`src/hdl/lbsp_pkg.sv`:
```
// Shared types and constants for the lock board serial protocol core.
`timescale 1ns / 1ps
package lbsp_pkg;

  typedef enum logic [1:0] {
    FUNC_UNLOCK = 2'd0,
    FUNC_POLL   = 2'd1,
    FUNC_RX     = 2'd2
  } func_e;

  typedef enum logic [1:0] {
    KIND_TX        = 2'd0,
    KIND_LOCKED    = 2'd1,
    KIND_POLL_WAIT = 2'd2
  } kind_e;

  typedef struct packed {
    func_e      func;
    logic [7:0] rx_byte;
    logic       rx_last;
  } in_req_t;

  typedef struct packed {
    kind_e      kind;
    logic [7:0] tx_byte;
    logic       last;
  } out_rsp_t;

  // one pending output job: a whole command frame or a single signal
  typedef struct packed {
    logic       frame;
    kind_e      kind;
    logic [7:0] cmd;
  } job_t;

  localparam int unsigned HeadLen = 5;
  localparam logic [7:0] FRAME_HEAD [HeadLen] = '{8'h57, 8'h4B, 8'h4C, 8'h59, 8'h09};
  localparam logic [3:0] FrameLastIdx = 4'd8;

endpackage

```
`src/hdl/lock_board_serial_protocol_core.sv`:
```
// Top level of the lock board serial protocol core.
// Usage:
//   in channel  (in_valid_i/in_ready_o/in_req_i): unlock request, poll request,
//     or one response byte with a last-of-chunk flag.
//   out channel (out_valid_o/out_ready_i/out_rsp_o): frame bytes, a locked
//     report, or a start-poll-wait signal; last marks the end of one request's
//     results.
//   cfg port: cfg_we_i writes board, channel, unlock code or status code;
//     write only while the core is idle.
// Each request is decoded in the cycle it is accepted; chunk state and phase
// update at that edge. A result-producing request lands in a one-entry job
// register; with the serializer free, it moves on into the serializer's
// registers and its first result is then on the port. A frame is nine bytes,
// a signal a single result. Any request is taken while the job register is
// free or draining, so requests follow back to back while output flows.
// Reset: phase idle, chunk cleared, registers to their defaults, output empty.
// Output stall: the current result holds; once the job register is full,
// in_ready_o drops until the serializer frees it.
`timescale 1ns / 1ps
module lock_board_serial_protocol_core import lbsp_pkg::*; #(
  parameter int unsigned MAX_RESPONSE = 32
) (
  input  logic       clk_i,
  input  logic       rst_ni,
  input  logic       cfg_we_i,
  input  logic [1:0] cfg_idx_i,
  input  logic [7:0] cfg_wdata_i,
  input  logic       in_valid_i,
  output logic       in_ready_o,
  input  in_req_t    in_req_i,
  output logic       out_valid_o,
  input  logic       out_ready_i,
  output out_rsp_t   out_rsp_o
);

  localparam int unsigned CntW = $clog2(MAX_RESPONSE + 2);
  localparam logic [CntW-1:0] CntSat = CntW'(MAX_RESPONSE + 1);
  localparam logic [CntW-1:0] CntMax = CntW'(MAX_RESPONSE);
  localparam logic [CntW-1:0] CntMin = CntW'(10);

  localparam logic [1:0] REG_BOARD   = 2'd0;
  localparam logic [1:0] REG_CHANNEL = 2'd1;
  localparam logic [1:0] REG_UNLOCK  = 2'd2;
  localparam logic [1:0] REG_STATUS  = 2'd3;

  typedef enum logic [1:0] {
    PH_IDLE      = 2'd0,
    PH_UNLOCKING = 2'd1,
    PH_WAITING   = 2'd2,
    PH_POLLING   = 2'd3
  } phase_e;

  logic [7:0] board_q, channel_q, unlock_q, status_q;

  phase_e          phase_q, phase_d;
  logic [CntW-1:0] cnt_q, cnt_d, cnt_n;
  logic [7:0]      chk_q, chk_d, chk_n;
  logic            hdr_q, hdr_d, hdr_n;
  logic [7:0]      gboard_q, gboard_d, gboard_n;
  logic [7:0]      gcmd_q, gcmd_d, gcmd_n;
  logic [7:0]      gstat_q, gstat_d, gstat_n;
  logic [7:0]      gchan_q, gchan_d, gchan_n;
  logic [7:0]      glock_q, glock_d, glock_n;

  job_t job_q, job_d, job_new;
  logic job_vld_q, job_vld_d, job_set;
  logic tx_ready;
  logic in_fire;
  logic ok;

  assign in_ready_o = !job_vld_q || tx_ready;
  assign in_fire    = in_valid_i && in_ready_o;

  // configuration registers
  always_ff @(posedge clk_i or negedge rst_ni) begin
    if (!rst_ni) begin
      board_q   <= 8'd1;
      channel_q <= 8'd1;
      unlock_q  <= 8'd0;
      status_q  <= 8'd1;
    end else if (cfg_we_i) begin
      unique case (cfg_idx_i)
        REG_BOARD:   board_q   <= cfg_wdata_i;
        REG_CHANNEL: channel_q <= cfg_wdata_i;
        REG_UNLOCK:  unlock_q  <= cfg_wdata_i;
        REG_STATUS:  status_q  <= cfg_wdata_i;
        default:     board_q   <= board_q;
      endcase
    end
  end

  // chunk bookkeeping with the incoming byte folded in
  always_comb begin
    hdr_n    = hdr_q;
    if (cnt_q < CntW'(4) && in_req_i.rx_byte != FRAME_HEAD[cnt_q[2:0]]) begin
      hdr_n = 1'b0;
    end
    chk_n    = chk_q ^ in_req_i.rx_byte;
    gboard_n = (cnt_q == CntW'(5)) ? in_req_i.rx_byte : gboard_q;
    gcmd_n   = (cnt_q == CntW'(6)) ? in_req_i.rx_byte : gcmd_q;
    gstat_n  = (cnt_q == CntW'(7)) ? in_req_i.rx_byte : gstat_q;
    gchan_n  = (cnt_q == CntW'(8)) ? in_req_i.rx_byte : gchan_q;
    glock_n  = (cnt_q == CntW'(9)) ? in_req_i.rx_byte : glock_q;
    cnt_n    = (cnt_q < CntSat) ? cnt_q + CntW'(1) : cnt_q;
  end

  // response check; the command byte is ignored in waiting and idle phases
  always_comb begin
    ok = hdr_n && (chk_n == 8'h00) && (cnt_n >= CntMin) && (cnt_n <= CntMax) &&
         (gboard_n == board_q) && (gchan_n == channel_q) &&
         (gstat_n == 8'h00) && (glock_n <= 8'd1);
    if (phase_q == PH_UNLOCKING && gcmd_n != unlock_q) ok = 1'b0;
    if (phase_q == PH_POLLING && gcmd_n != status_q) ok = 1'b0;
  end

  always_comb begin
    phase_d  = phase_q;
    cnt_d    = cnt_q;
    chk_d    = chk_q;
    hdr_d    = hdr_q;
    gboard_d = gboard_q;
    gcmd_d   = gcmd_q;
    gstat_d  = gstat_q;
    gchan_d  = gchan_q;
    glock_d  = glock_q;
    job_set  = 1'b0;
    job_new  = '{frame: 1'b1, kind: KIND_TX, cmd: status_q};

    if (in_fire) begin
      unique case (in_req_i.func)
        FUNC_UNLOCK, FUNC_POLL: begin
          cnt_d = '0; chk_d = '0; hdr_d = 1'b1;
          gboard_d = '0; gcmd_d = '0; gstat_d = '0; gchan_d = '0; glock_d = '0;
          job_set = 1'b1;
          if (in_req_i.func == FUNC_UNLOCK) begin
            phase_d     = PH_UNLOCKING;
            job_new.cmd = unlock_q;
          end else begin
            phase_d = PH_POLLING;
          end
        end
        FUNC_RX: begin
          if (!in_req_i.rx_last) begin
            cnt_d = cnt_n; chk_d = chk_n; hdr_d = hdr_n;
            gboard_d = gboard_n; gcmd_d = gcmd_n; gstat_d = gstat_n;
            gchan_d = gchan_n; glock_d = glock_n;
          end else begin
            cnt_d = '0; chk_d = '0; hdr_d = 1'b1;
            gboard_d = '0; gcmd_d = '0; gstat_d = '0; gchan_d = '0; glock_d = '0;
            if (!ok) begin
              // resend the command of the current phase
              job_set = (phase_q != PH_IDLE);
              if (phase_q == PH_UNLOCKING) job_new.cmd = unlock_q;
            end else if (glock_n == 8'd0) begin
              if (phase_q == PH_UNLOCKING || phase_q == PH_WAITING) begin
                phase_d = PH_POLLING;
                job_set = 1'b1;
              end else if (phase_q == PH_POLLING) begin
                job_set = 1'b1;
                job_new = '{frame: 1'b0, kind: KIND_POLL_WAIT, cmd: 8'h00};
              end
            end else begin
              if (phase_q == PH_UNLOCKING || phase_q == PH_WAITING) begin
                phase_d = PH_WAITING;
                job_set = 1'b1;
              end else if (phase_q == PH_POLLING) begin
                phase_d = PH_IDLE;
                job_set = 1'b1;
                job_new = '{frame: 1'b0, kind: KIND_LOCKED, cmd: 8'h00};
              end
            end
          end
        end
        default: phase_d = phase_q;
      endcase
    end
  end

  // one-entry job register in front of the serializer
  always_comb begin
    job_vld_d = job_vld_q && !tx_ready;
    job_d     = job_q;
    if (job_set) begin
      job_vld_d = 1'b1;
      job_d     = job_new;
    end
  end

  always_ff @(posedge clk_i or negedge rst_ni) begin
    if (!rst_ni) begin
      phase_q   <= PH_IDLE;
      cnt_q     <= '0;
      chk_q     <= '0;
      hdr_q     <= 1'b1;
      gboard_q  <= '0;
      gcmd_q    <= '0;
      gstat_q   <= '0;
      gchan_q   <= '0;
      glock_q   <= '0;
      job_vld_q <= 1'b0;
    end else begin
      phase_q   <= phase_d;
      cnt_q     <= cnt_d;
      chk_q     <= chk_d;
      hdr_q     <= hdr_d;
      gboard_q  <= gboard_d;
      gcmd_q    <= gcmd_d;
      gstat_q   <= gstat_d;
      gchan_q   <= gchan_d;
      glock_q   <= glock_d;
      job_vld_q <= job_vld_d;
    end
  end

  always_ff @(posedge clk_i) begin
    job_q <= job_d;
  end

  lbsp_tx u_tx (
    .clk_i        (clk_i),
    .rst_ni       (rst_ni),
    .board_id_i   (board_q),
    .channel_id_i (channel_q),
    .job_valid_i  (job_vld_q),
    .job_ready_o  (tx_ready),
    .job_i        (job_q),
    .out_valid_o  (out_valid_o),
    .out_ready_i  (out_ready_i),
    .out_rsp_o    (out_rsp_o)
  );

endmodule

```
`src/hdl/lbsp_tx.sv`:
```
// Output serializer: turns queued jobs into frame bytes or single signals.
`timescale 1ns / 1ps
module lbsp_tx import lbsp_pkg::*; (
  input  logic       clk_i,
  input  logic       rst_ni,
  input  logic [7:0] board_id_i,
  input  logic [7:0] channel_id_i,
  input  logic       job_valid_i,
  output logic       job_ready_o,
  input  job_t       job_i,
  output logic       out_valid_o,
  input  logic       out_ready_i,
  output out_rsp_t   out_rsp_o
);

  logic       busy_q;
  logic [3:0] idx_q;
  logic       frame_q;
  kind_e      kind_q;
  logic [7:0] cmd_q;
  logic       last_beat;
  logic [7:0] frame_byte;

  assign last_beat   = !frame_q || (idx_q == FrameLastIdx);
  assign job_ready_o = !busy_q || (out_ready_i && last_beat);

  always_ff @(posedge clk_i or negedge rst_ni) begin
    if (!rst_ni) begin
      busy_q  <= 1'b0;
      idx_q   <= '0;
      frame_q <= 1'b0;
      kind_q  <= KIND_TX;
      cmd_q   <= '0;
    end else if (job_valid_i && job_ready_o) begin
      busy_q  <= 1'b1;
      idx_q   <= '0;
      frame_q <= job_i.frame;
      kind_q  <= job_i.kind;
      cmd_q   <= job_i.cmd;
    end else if (busy_q && out_ready_i) begin
      if (last_beat) begin
        busy_q <= 1'b0;
      end else begin
        idx_q <= idx_q + 4'd1;
      end
    end
  end

  // header xor folds to zero, so the check byte is board ^ cmd ^ channel
  always_comb begin
    unique case (idx_q)
      4'd0, 4'd1, 4'd2, 4'd3, 4'd4: frame_byte = FRAME_HEAD[idx_q[2:0]];
      4'd5:    frame_byte = board_id_i;
      4'd6:    frame_byte = cmd_q;
      4'd7:    frame_byte = channel_id_i;
      4'd8:    frame_byte = board_id_i ^ cmd_q ^ channel_id_i;
      default: frame_byte = 8'h00;
    endcase
  end

  assign out_valid_o       = busy_q;
  assign out_rsp_o.kind    = frame_q ? KIND_TX : kind_q;
  assign out_rsp_o.tx_byte = frame_q ? frame_byte : 8'h00;
  assign out_rsp_o.last    = last_beat;

endmodule

```
`config.mk`:
```
export PLATFORM = sky130hd
export DESIGN_NAME = lock_board_serial_protocol_core
export DESIGN_NICKNAME = d
export VERILOG_FILES = /design/src/hdl/lbsp_pkg.sv /design/src/hdl/lock_board_serial_protocol_core.sv /design/src/hdl/lbsp_tx.sv
export SDC_FILE = /design/constraint.sdc
export NUM_CORES = 1
export LEC_CHECK = 0
export ABC_AREA = 1
export BUFFER_PORTS_ARGS = -buffer_cell sky130_fd_sc_hd__buf_2
export CAP_MARGIN = 40
export CORE_MARGIN = 10
export CORE_UTILIZATION = 40
export DETAILED_ROUTE_END_ITERATION = 12
export REMOVE_ABC_BUFFERS = 1
export SLEW_MARGIN = 20
export SYNTH_ARGS = -nofsm -noshare
export SYNTH_HDL_FRONTEND = slang
export SYNTH_SLANG_ARGS = --single-unit
export TNS_END_PERCENT = 1
```
`constraint.sdc`:
```
create_clock -name clk_i -period 2.5 [get_ports clk_i]
set_input_delay 0.375 -clock clk_i [delete_from_list [all_inputs] [get_ports clk_i]]
set_output_delay 0.375 -clock clk_i [all_outputs]
set_load 0.03 [all_outputs]
```
== Word-level counts from Yosys, hierarchy flattened ==
Memory sizes are Yosys's and may differ from the RTL's.
Index checks and enable logic that the tools add are counted.

* Register bits: 117
* Memory bits (read-only): 128
* Bits of input ports: 26
* Output and inout bits: 13
* Word-level logic and storage cells: 178
* Memories kept: 2

{| class="wikitable"
|+ Memories
! name !! words !! width !! read ports !! clocked after Yosys merged registers in !! write ports !! line !! source
|-
| (no name shown) || 8 || 8 || 1 || 0 || 0 || lbsp_tx.sv:52 || <nowiki>4'd0, 4'd1, 4'd2, 4'd3, 4'd4: frame_byte = FRAME_HEAD[idx_q[2:0]];</nowiki>
|-
| (no name shown) || 8 || 8 || 1 || 0 || 0 || lock_board_serial_protocol_core.sv:95 || <nowiki>if (cnt_q < CntW'(4) && in_req_i.rx_byte != FRAME_HEAD[cnt_q[2:0]]) begin</nowiki>
|}

* Add/subtract/negate cells: 2
* Order comparisons: 7
* Eq/ne operators: 31
* Muxes and demuxes: 65
* Bitwise operators: 5
* Reduce and logical (&&, ||, !) cells: 44

{| class="wikitable"
|+ Operators by type and width
! kind !! number
|-
| $mux 8 || 20
|-
| $pmux 8 s2 || 7
|-
| $mux 11 || 6
|-
| $pmux 8 s5 || 1
|-
| $logic_not 8->1 || 3
|-
| $ne 8x8->1 || 3
|-
| $xor 8x8->8 || 3
|-
| $eq 6x3->1 const B || 3
|-
| $eq 4x3->1 const B || 4
|-
| $eq 8x8->1 || 2
|-
| $mux 2 || 8
|-
| $logic_and 1x1->1 || 15
|-
| $reduce_and 2->1 || 7
|-
| $mux 1 || 13
|-
| $eq 6x4->1 const B || 2
|-
| $mux 4 || 3
|-
| $mux 6 || 2
|-
| $pmux 6 s2 || 1
|-
| $eq 2x2->1 const B || 5
|-
| $eq 4x2->1 const B || 2
|-
| $ge 4x4->1 const B || 2
|-
| $le 8x1->1 const B || 1
|-
| $not 3->4 || 2
|-
| $reduce_bool 2->1 || 4
|-
| 22 further kinds || 35
|}

== Depth between registers and ports, before layout ==
* Depth in word-level cells: 21
* Depth in mapped cells: 21
* Mapped depth without buffers: 21

== Modules after synthesis ==
From an unflattened synthesis, not the netlist that was laid out.

* Cell total of the unflattened synthesis: 1,092
* Area, all modules: 7,812.5 µm²

{| class="wikitable"
|+ By module, submodules not included
! module !! instances !! cells each !! area an instance (µm²) !! sequential area each (µm²)
|-
| lock_board_serial_protocol_core || 1 || 856 || 6,288.5 || 2,587.5
|-
| lbsp_tx || 1 || 236 || 1,524.0 || 400.4
|}

== Worst setup path after synthesis ==
OpenSTA, ideal clock, no wires.

* Path type: register -> register
* From: register u_tx.idx_q[0]
* To: register job_q[0] (netlist name), enable pin
* Setup time: 0.378 ns
* Arrival time: 2.264 ns
* Required time: 2.122 ns
* Slack: -0.143 ns
* Stages on the path, launching flop included: 13
* Buffers on the path: 0
* Period minus slack after synthesis: 2.643 ns
* Cell sequence: dfrtp_1 > inv_1 > ha_1 > inv_1 > nor3_2 > nor2_1 > inv_1 > nor2_1 > nor2_1 > inv_1 > nand2_1 > nand2_1 > nor2_1

* Word-level cells in the longest chain between the ends: 7

{| class="wikitable"
|+ RTL lines
! item !! line !! source
|-
| start, declared || lbsp_tx.sv:17 || <nowiki>logic [3:0] idx_q;</nowiki>
|-
| start signal, assigned || lbsp_tx.sv:44 || <nowiki>idx_q <= idx_q + 4'd1;</nowiki>
|-
| $eq 4x4->1 || lbsp_tx.sv:24 || <nowiki>assign last_beat = !frame_q || (idx_q == FrameLastIdx);</nowiki>
|-
| $logic_or 1x1->1 || lbsp_tx.sv:24 ||
|-
| via u_tx.last_beat || lbsp_tx.sv:21 || <nowiki>logic last_beat;</nowiki>
|-
| $logic_and 1x1->1 || lbsp_tx.sv:25 || <nowiki>assign job_ready_o = !busy_q || (out_ready_i && last_beat);</nowiki>
|-
| $logic_or 1x1->1 || lbsp_tx.sv:25 ||
|-
| $logic_or 1x1->1 || lock_board_serial_protocol_core.sv:71 || <nowiki>assign in_ready_o = !job_vld_q || tx_ready;</nowiki>
|-
| via in_ready_o || lock_board_serial_protocol_core.sv:29 || <nowiki>output logic in_ready_o,</nowiki>
|-
| $logic_and 1x1->1 || lock_board_serial_protocol_core.sv:72 || <nowiki>assign in_fire = in_valid_i && in_ready_o;</nowiki>
|-
| $mux 1 || lock_board_serial_protocol_core.sv:129 || <nowiki>if (in_fire) begin</nowiki>
|-
| via job_set || lock_board_serial_protocol_core.sv:66 || <nowiki>logic job_vld_q, job_vld_d, job_set;</nowiki>
|-
| end signal, assigned || lock_board_serial_protocol_core.sv:216 || <nowiki>job_q <= job_d;</nowiki>
|-
| end, declared || lock_board_serial_protocol_core.sv:65 || <nowiki>job_t job_q, job_d, job_new;</nowiki>
|}

The timed path passes the listed nets, and every way through them passes these cells.
A chain may end at the register's enable or synchronous reset.

==> impl_metrics.tcl <==
set metrics [dict create \
    post-place-cells 1447 \
    final_hold_viol_count 0 \
    ys_seq_elements 117 \
    finalWorstSetupSlack_ns -0.2212 \
    tightest_slew_ns 0.6445 \
    nNetsFinal 1290 \
    vias_per_cell 5.324 \
    synth_edf_count 11 \
    first_global_vias 7505 \
    antenna_found_initial 0 \
    fin_crit_sh_pct 108.8 \
    drt_iter0_markers 644 \
    min_path_type "in -> async" \
    maxCapViolations 0 \
    ios 39 \
    vias 7965 \
    dp.final_hpwl_mm 18.15 \
    slew_viol_final 0 \
    crit_fanout 13 \
    yosys.area.top_type_share_pct 33.59 \
    worst_path_max_delay_cell "dfrtp_1" \
    clk_pin_slew_ns 0.06 \
    fin_skew_ns 0.01258 \
    rows 50 \
    violations "setup timing" \
    num-fill-cells 1795 \
    ant_nets 0 \
    synthDistinctLibCells 47 \
    crit_type "reg -> reg" \
    area_growth_pct 32.33 \
    grt_use_total_pct 20.54 \
    max_stage_delay_ns 0.41 \
    wl_mm 25.44 \
    grt_overflow 0 \
    postLayoutCellArea_um2 10060 \
    cts_made_buffers 17 \
    clockBufferDepth 2 \
    layout_common_cells "299 x nand2_1, 157 x buf_4, 133 x inv_1" \
    end_kind "register" \
    register_area_um2 2989 \
    gr-usage-met2_pct 31.66 \
    p_total_mw 8.063 \
    avgSynthCellArea_um2 7.170 \
    fp.dieArea_um2 24910 \
    cp_top_family "simple AND/OR/NAND/NOR gates" \
    place_congestion 0.9200 \
    leakage_nw 5.025 \
    grt_setup_unrepaired "true" \
    ys.flop_type "dfrtp_1" \
    ys_async_sr_fraction_pct 90.60 \
    cts_tree "built" \
    layoutNonFillerInstCount 1496 \
    drcViolationCount 0 \
    holdWs_ns 0.01231 \
    start_util_pct 40.63 \
    cp_common_cell "nand2_1" \
    synthCells 1060 \
    grtUsageMet3_pct 3.962 \
    n_antenna_cell 0 \
    core_area_um2 18710 \
    die_y_um 157.8 \
    io_buffers 38 \
    cts_max_level 4 \
    setup_violations 14 \
    cp.arrival_ns 2.98 \
    status "finished with violations" \
    cts.sink_count 117 \
    vdd.ir_drop.worst_v 0.0004658 \
    final_common_cell "nand2_1" \
    ys_warn_count 0 \
    grt_use_met1_pct 28.43 \
    multiInputGateArea_um2 4043 \
    cp_data_required_time_ns 2.76 \
    syn_area_um2 7600 \
    cts_root_buf "clkbuf_16" \
    wire_per_inst_um 17.01 \
    place_area_um2 9139 \
    place_ws_ns -0.2918 \
    clock_latency_ns 0.43 \
    timing.slew.headroom_pct 56.92 \
    drive_above_1_share_pct 24.48 \
    period_needed_ns 2.721 \
    grt_pass1_wl_mm 40.12 \
    worst_setup_path_start_kind "register" \
    die_x_um 157.8 \
    crit_buf_inv 4 \
    path_cells "inv_2 > ha_4 > inv_2 > nor2_4 > nand3_2 > buf_12 > nand2_1 > o21ai_1 > nand2_1 > nand2_1 > nor2_1 > nand3_2 > a21oi_4 > buf_4 > nand4_1 > nand3_1 > nand2_1 > a21boi_2" \
    busiest_layer "met2" \
    timing.fmax_ghz 0.3675 \
    ys_top_cells_by_area "dfrtp_1 34%, nand2_1 15%, inv_1 6.8%" \
    power_density_nw_per_um2 801.8 \
    grt_max_degree 107 \
    drt-pass1-iter-count 5 \
    synth_top_cell_by_area "dfrtp_1" \
    ys_seq_area_share_pct 39.32 \
]
logic make-up after synthesis:
logic type / count (synthesis) / synth area share (%)
XOR/XNOR: 17 / 1.959
AND/OR/NAND/NOR: 525 / 31.25
AO/OA/AOI/OAI: 206 / 15.34
buffers and inverters: 180 / 9.664
adder cells (fa/ha/maj): 15 / 2.470
flip-flops: 117 / 39.32
Yosys cell counts (2+ instances only):
library cell    n
o21ai_2         6
nand3_1        61
nor4_1          2
clkbuf_1       18
o22ai_1        46
nor2_4          4
dfrtp_1       102
ha_1           15
edfxtp_1       11
nor3_1          7
xnor2_1        11
o21ai_0        97
buf_2          10
nand3_4         5
nand3b_1        3
xor2_1          6
o211ai_1        7
o21ai_1        12
a21oi_1        26
dfstp_2         4
or2_2           2
nand3_2         2
a21boi_1        3
buf_4           3
a211oi_1        3
nand4_1        40
nand2_1       308
nor2_8          3
inv_1         138
clkinv_1        2
nand2_2         4
inv_2           4
nor2_1         77
a31oi_1         2
buf_6           4
path summary, 6_finish.rpt:
path | start | endpoint | slack [ns] | cells past startpoint
max in group asynchronous | rst_ni | board_q[6] | 2.01 | 2
min in group clk_i | in_valid_i | job_vld_q | 0.28 | 3
hold reg to reg | job_q[8] | u_tx.kind_q[0] | 0.47 | 2
setup reg to reg | cnt_q[1] | job_q[4] | -0.22 | 18
setup / recovery | cnt_q[1] | job_q[4] | -0.22 | 18
hold / removal | rst_ni | chk_q[6] | 0.01 | 2
what timing repair did:
item / CTS / global route
hold buffers: 0 / 0
setup buffers: 3 / 11
gates resized for setup: 15 / 54
endpoints found under the setup margin: 18 / 72
hold endpoints to repair: 0 / 0
pin swaps: 3 / 14
gates cloned: 1 / 2
stage by stage:
step	utilization, %	TNS (ns)
after floorplan	-	-50.18
after global placement	48.86	-2.055
after detailed placement	48.86	-2.675
after CTS	52.45	-1.891
after global routing	53.77	-6.670
final	53.77	-2.020
area by class of cell:
type                            count  share of cell area (%)
Tap cell                          234                   2.911
Inverter                          145                   5.462
Timing Repair Buffer              202                   15.70
Clock inverter                     15                   1.779
Multi-Input combinational cell    766                   40.20
Clock buffer                       17                   4.230
Sequential cell                   117                   29.72
power breakdown:
| part | total (mW) | internal [mW] | switching [mW] |
|---|---|---|---|
| sequential | 2.50 | 2.25 | 0.253 |
| clock | 2.56 | 1.57 | 0.981 |
| combinational | 3.01 | 1.12 | 1.88 |
registers in the layout, summed over array words and instances (netlist names), 2 cells and up:
name	cells
board_q	8
channel_q	8
chk_q	8
cnt_q	6
gboard_q	8
gchan_q	8
gcmd_q	8
glock_q	8
gstat_q	8
job_q	11
phase_q	2
status_q	8
u_tx.cmd_q	8
u_tx.idx_q	4
u_tx.kind_q	2
unlock_q	8
routing by layer:
layer  wire, um  vias up
met5          0        -
met2      11750      259
met3       1367       39
met1      11770     3783
met4        554        0
li1           -     3884
worst reg2reg max path, delay by kind of cell (launching register included):
kind | cells | cell delay [ns]
AND/OR/NAND/NOR | 10 | 0.96
buffers and inverters | 4 | 0.54
AO/OA/AOI/OAI | 3 | 0.48
flip-flops | 1 | 0.41
adder cells (fa/ha/maj) | 1 | 0.16
No activity file was read; power rests on OpenSTA's default activity.
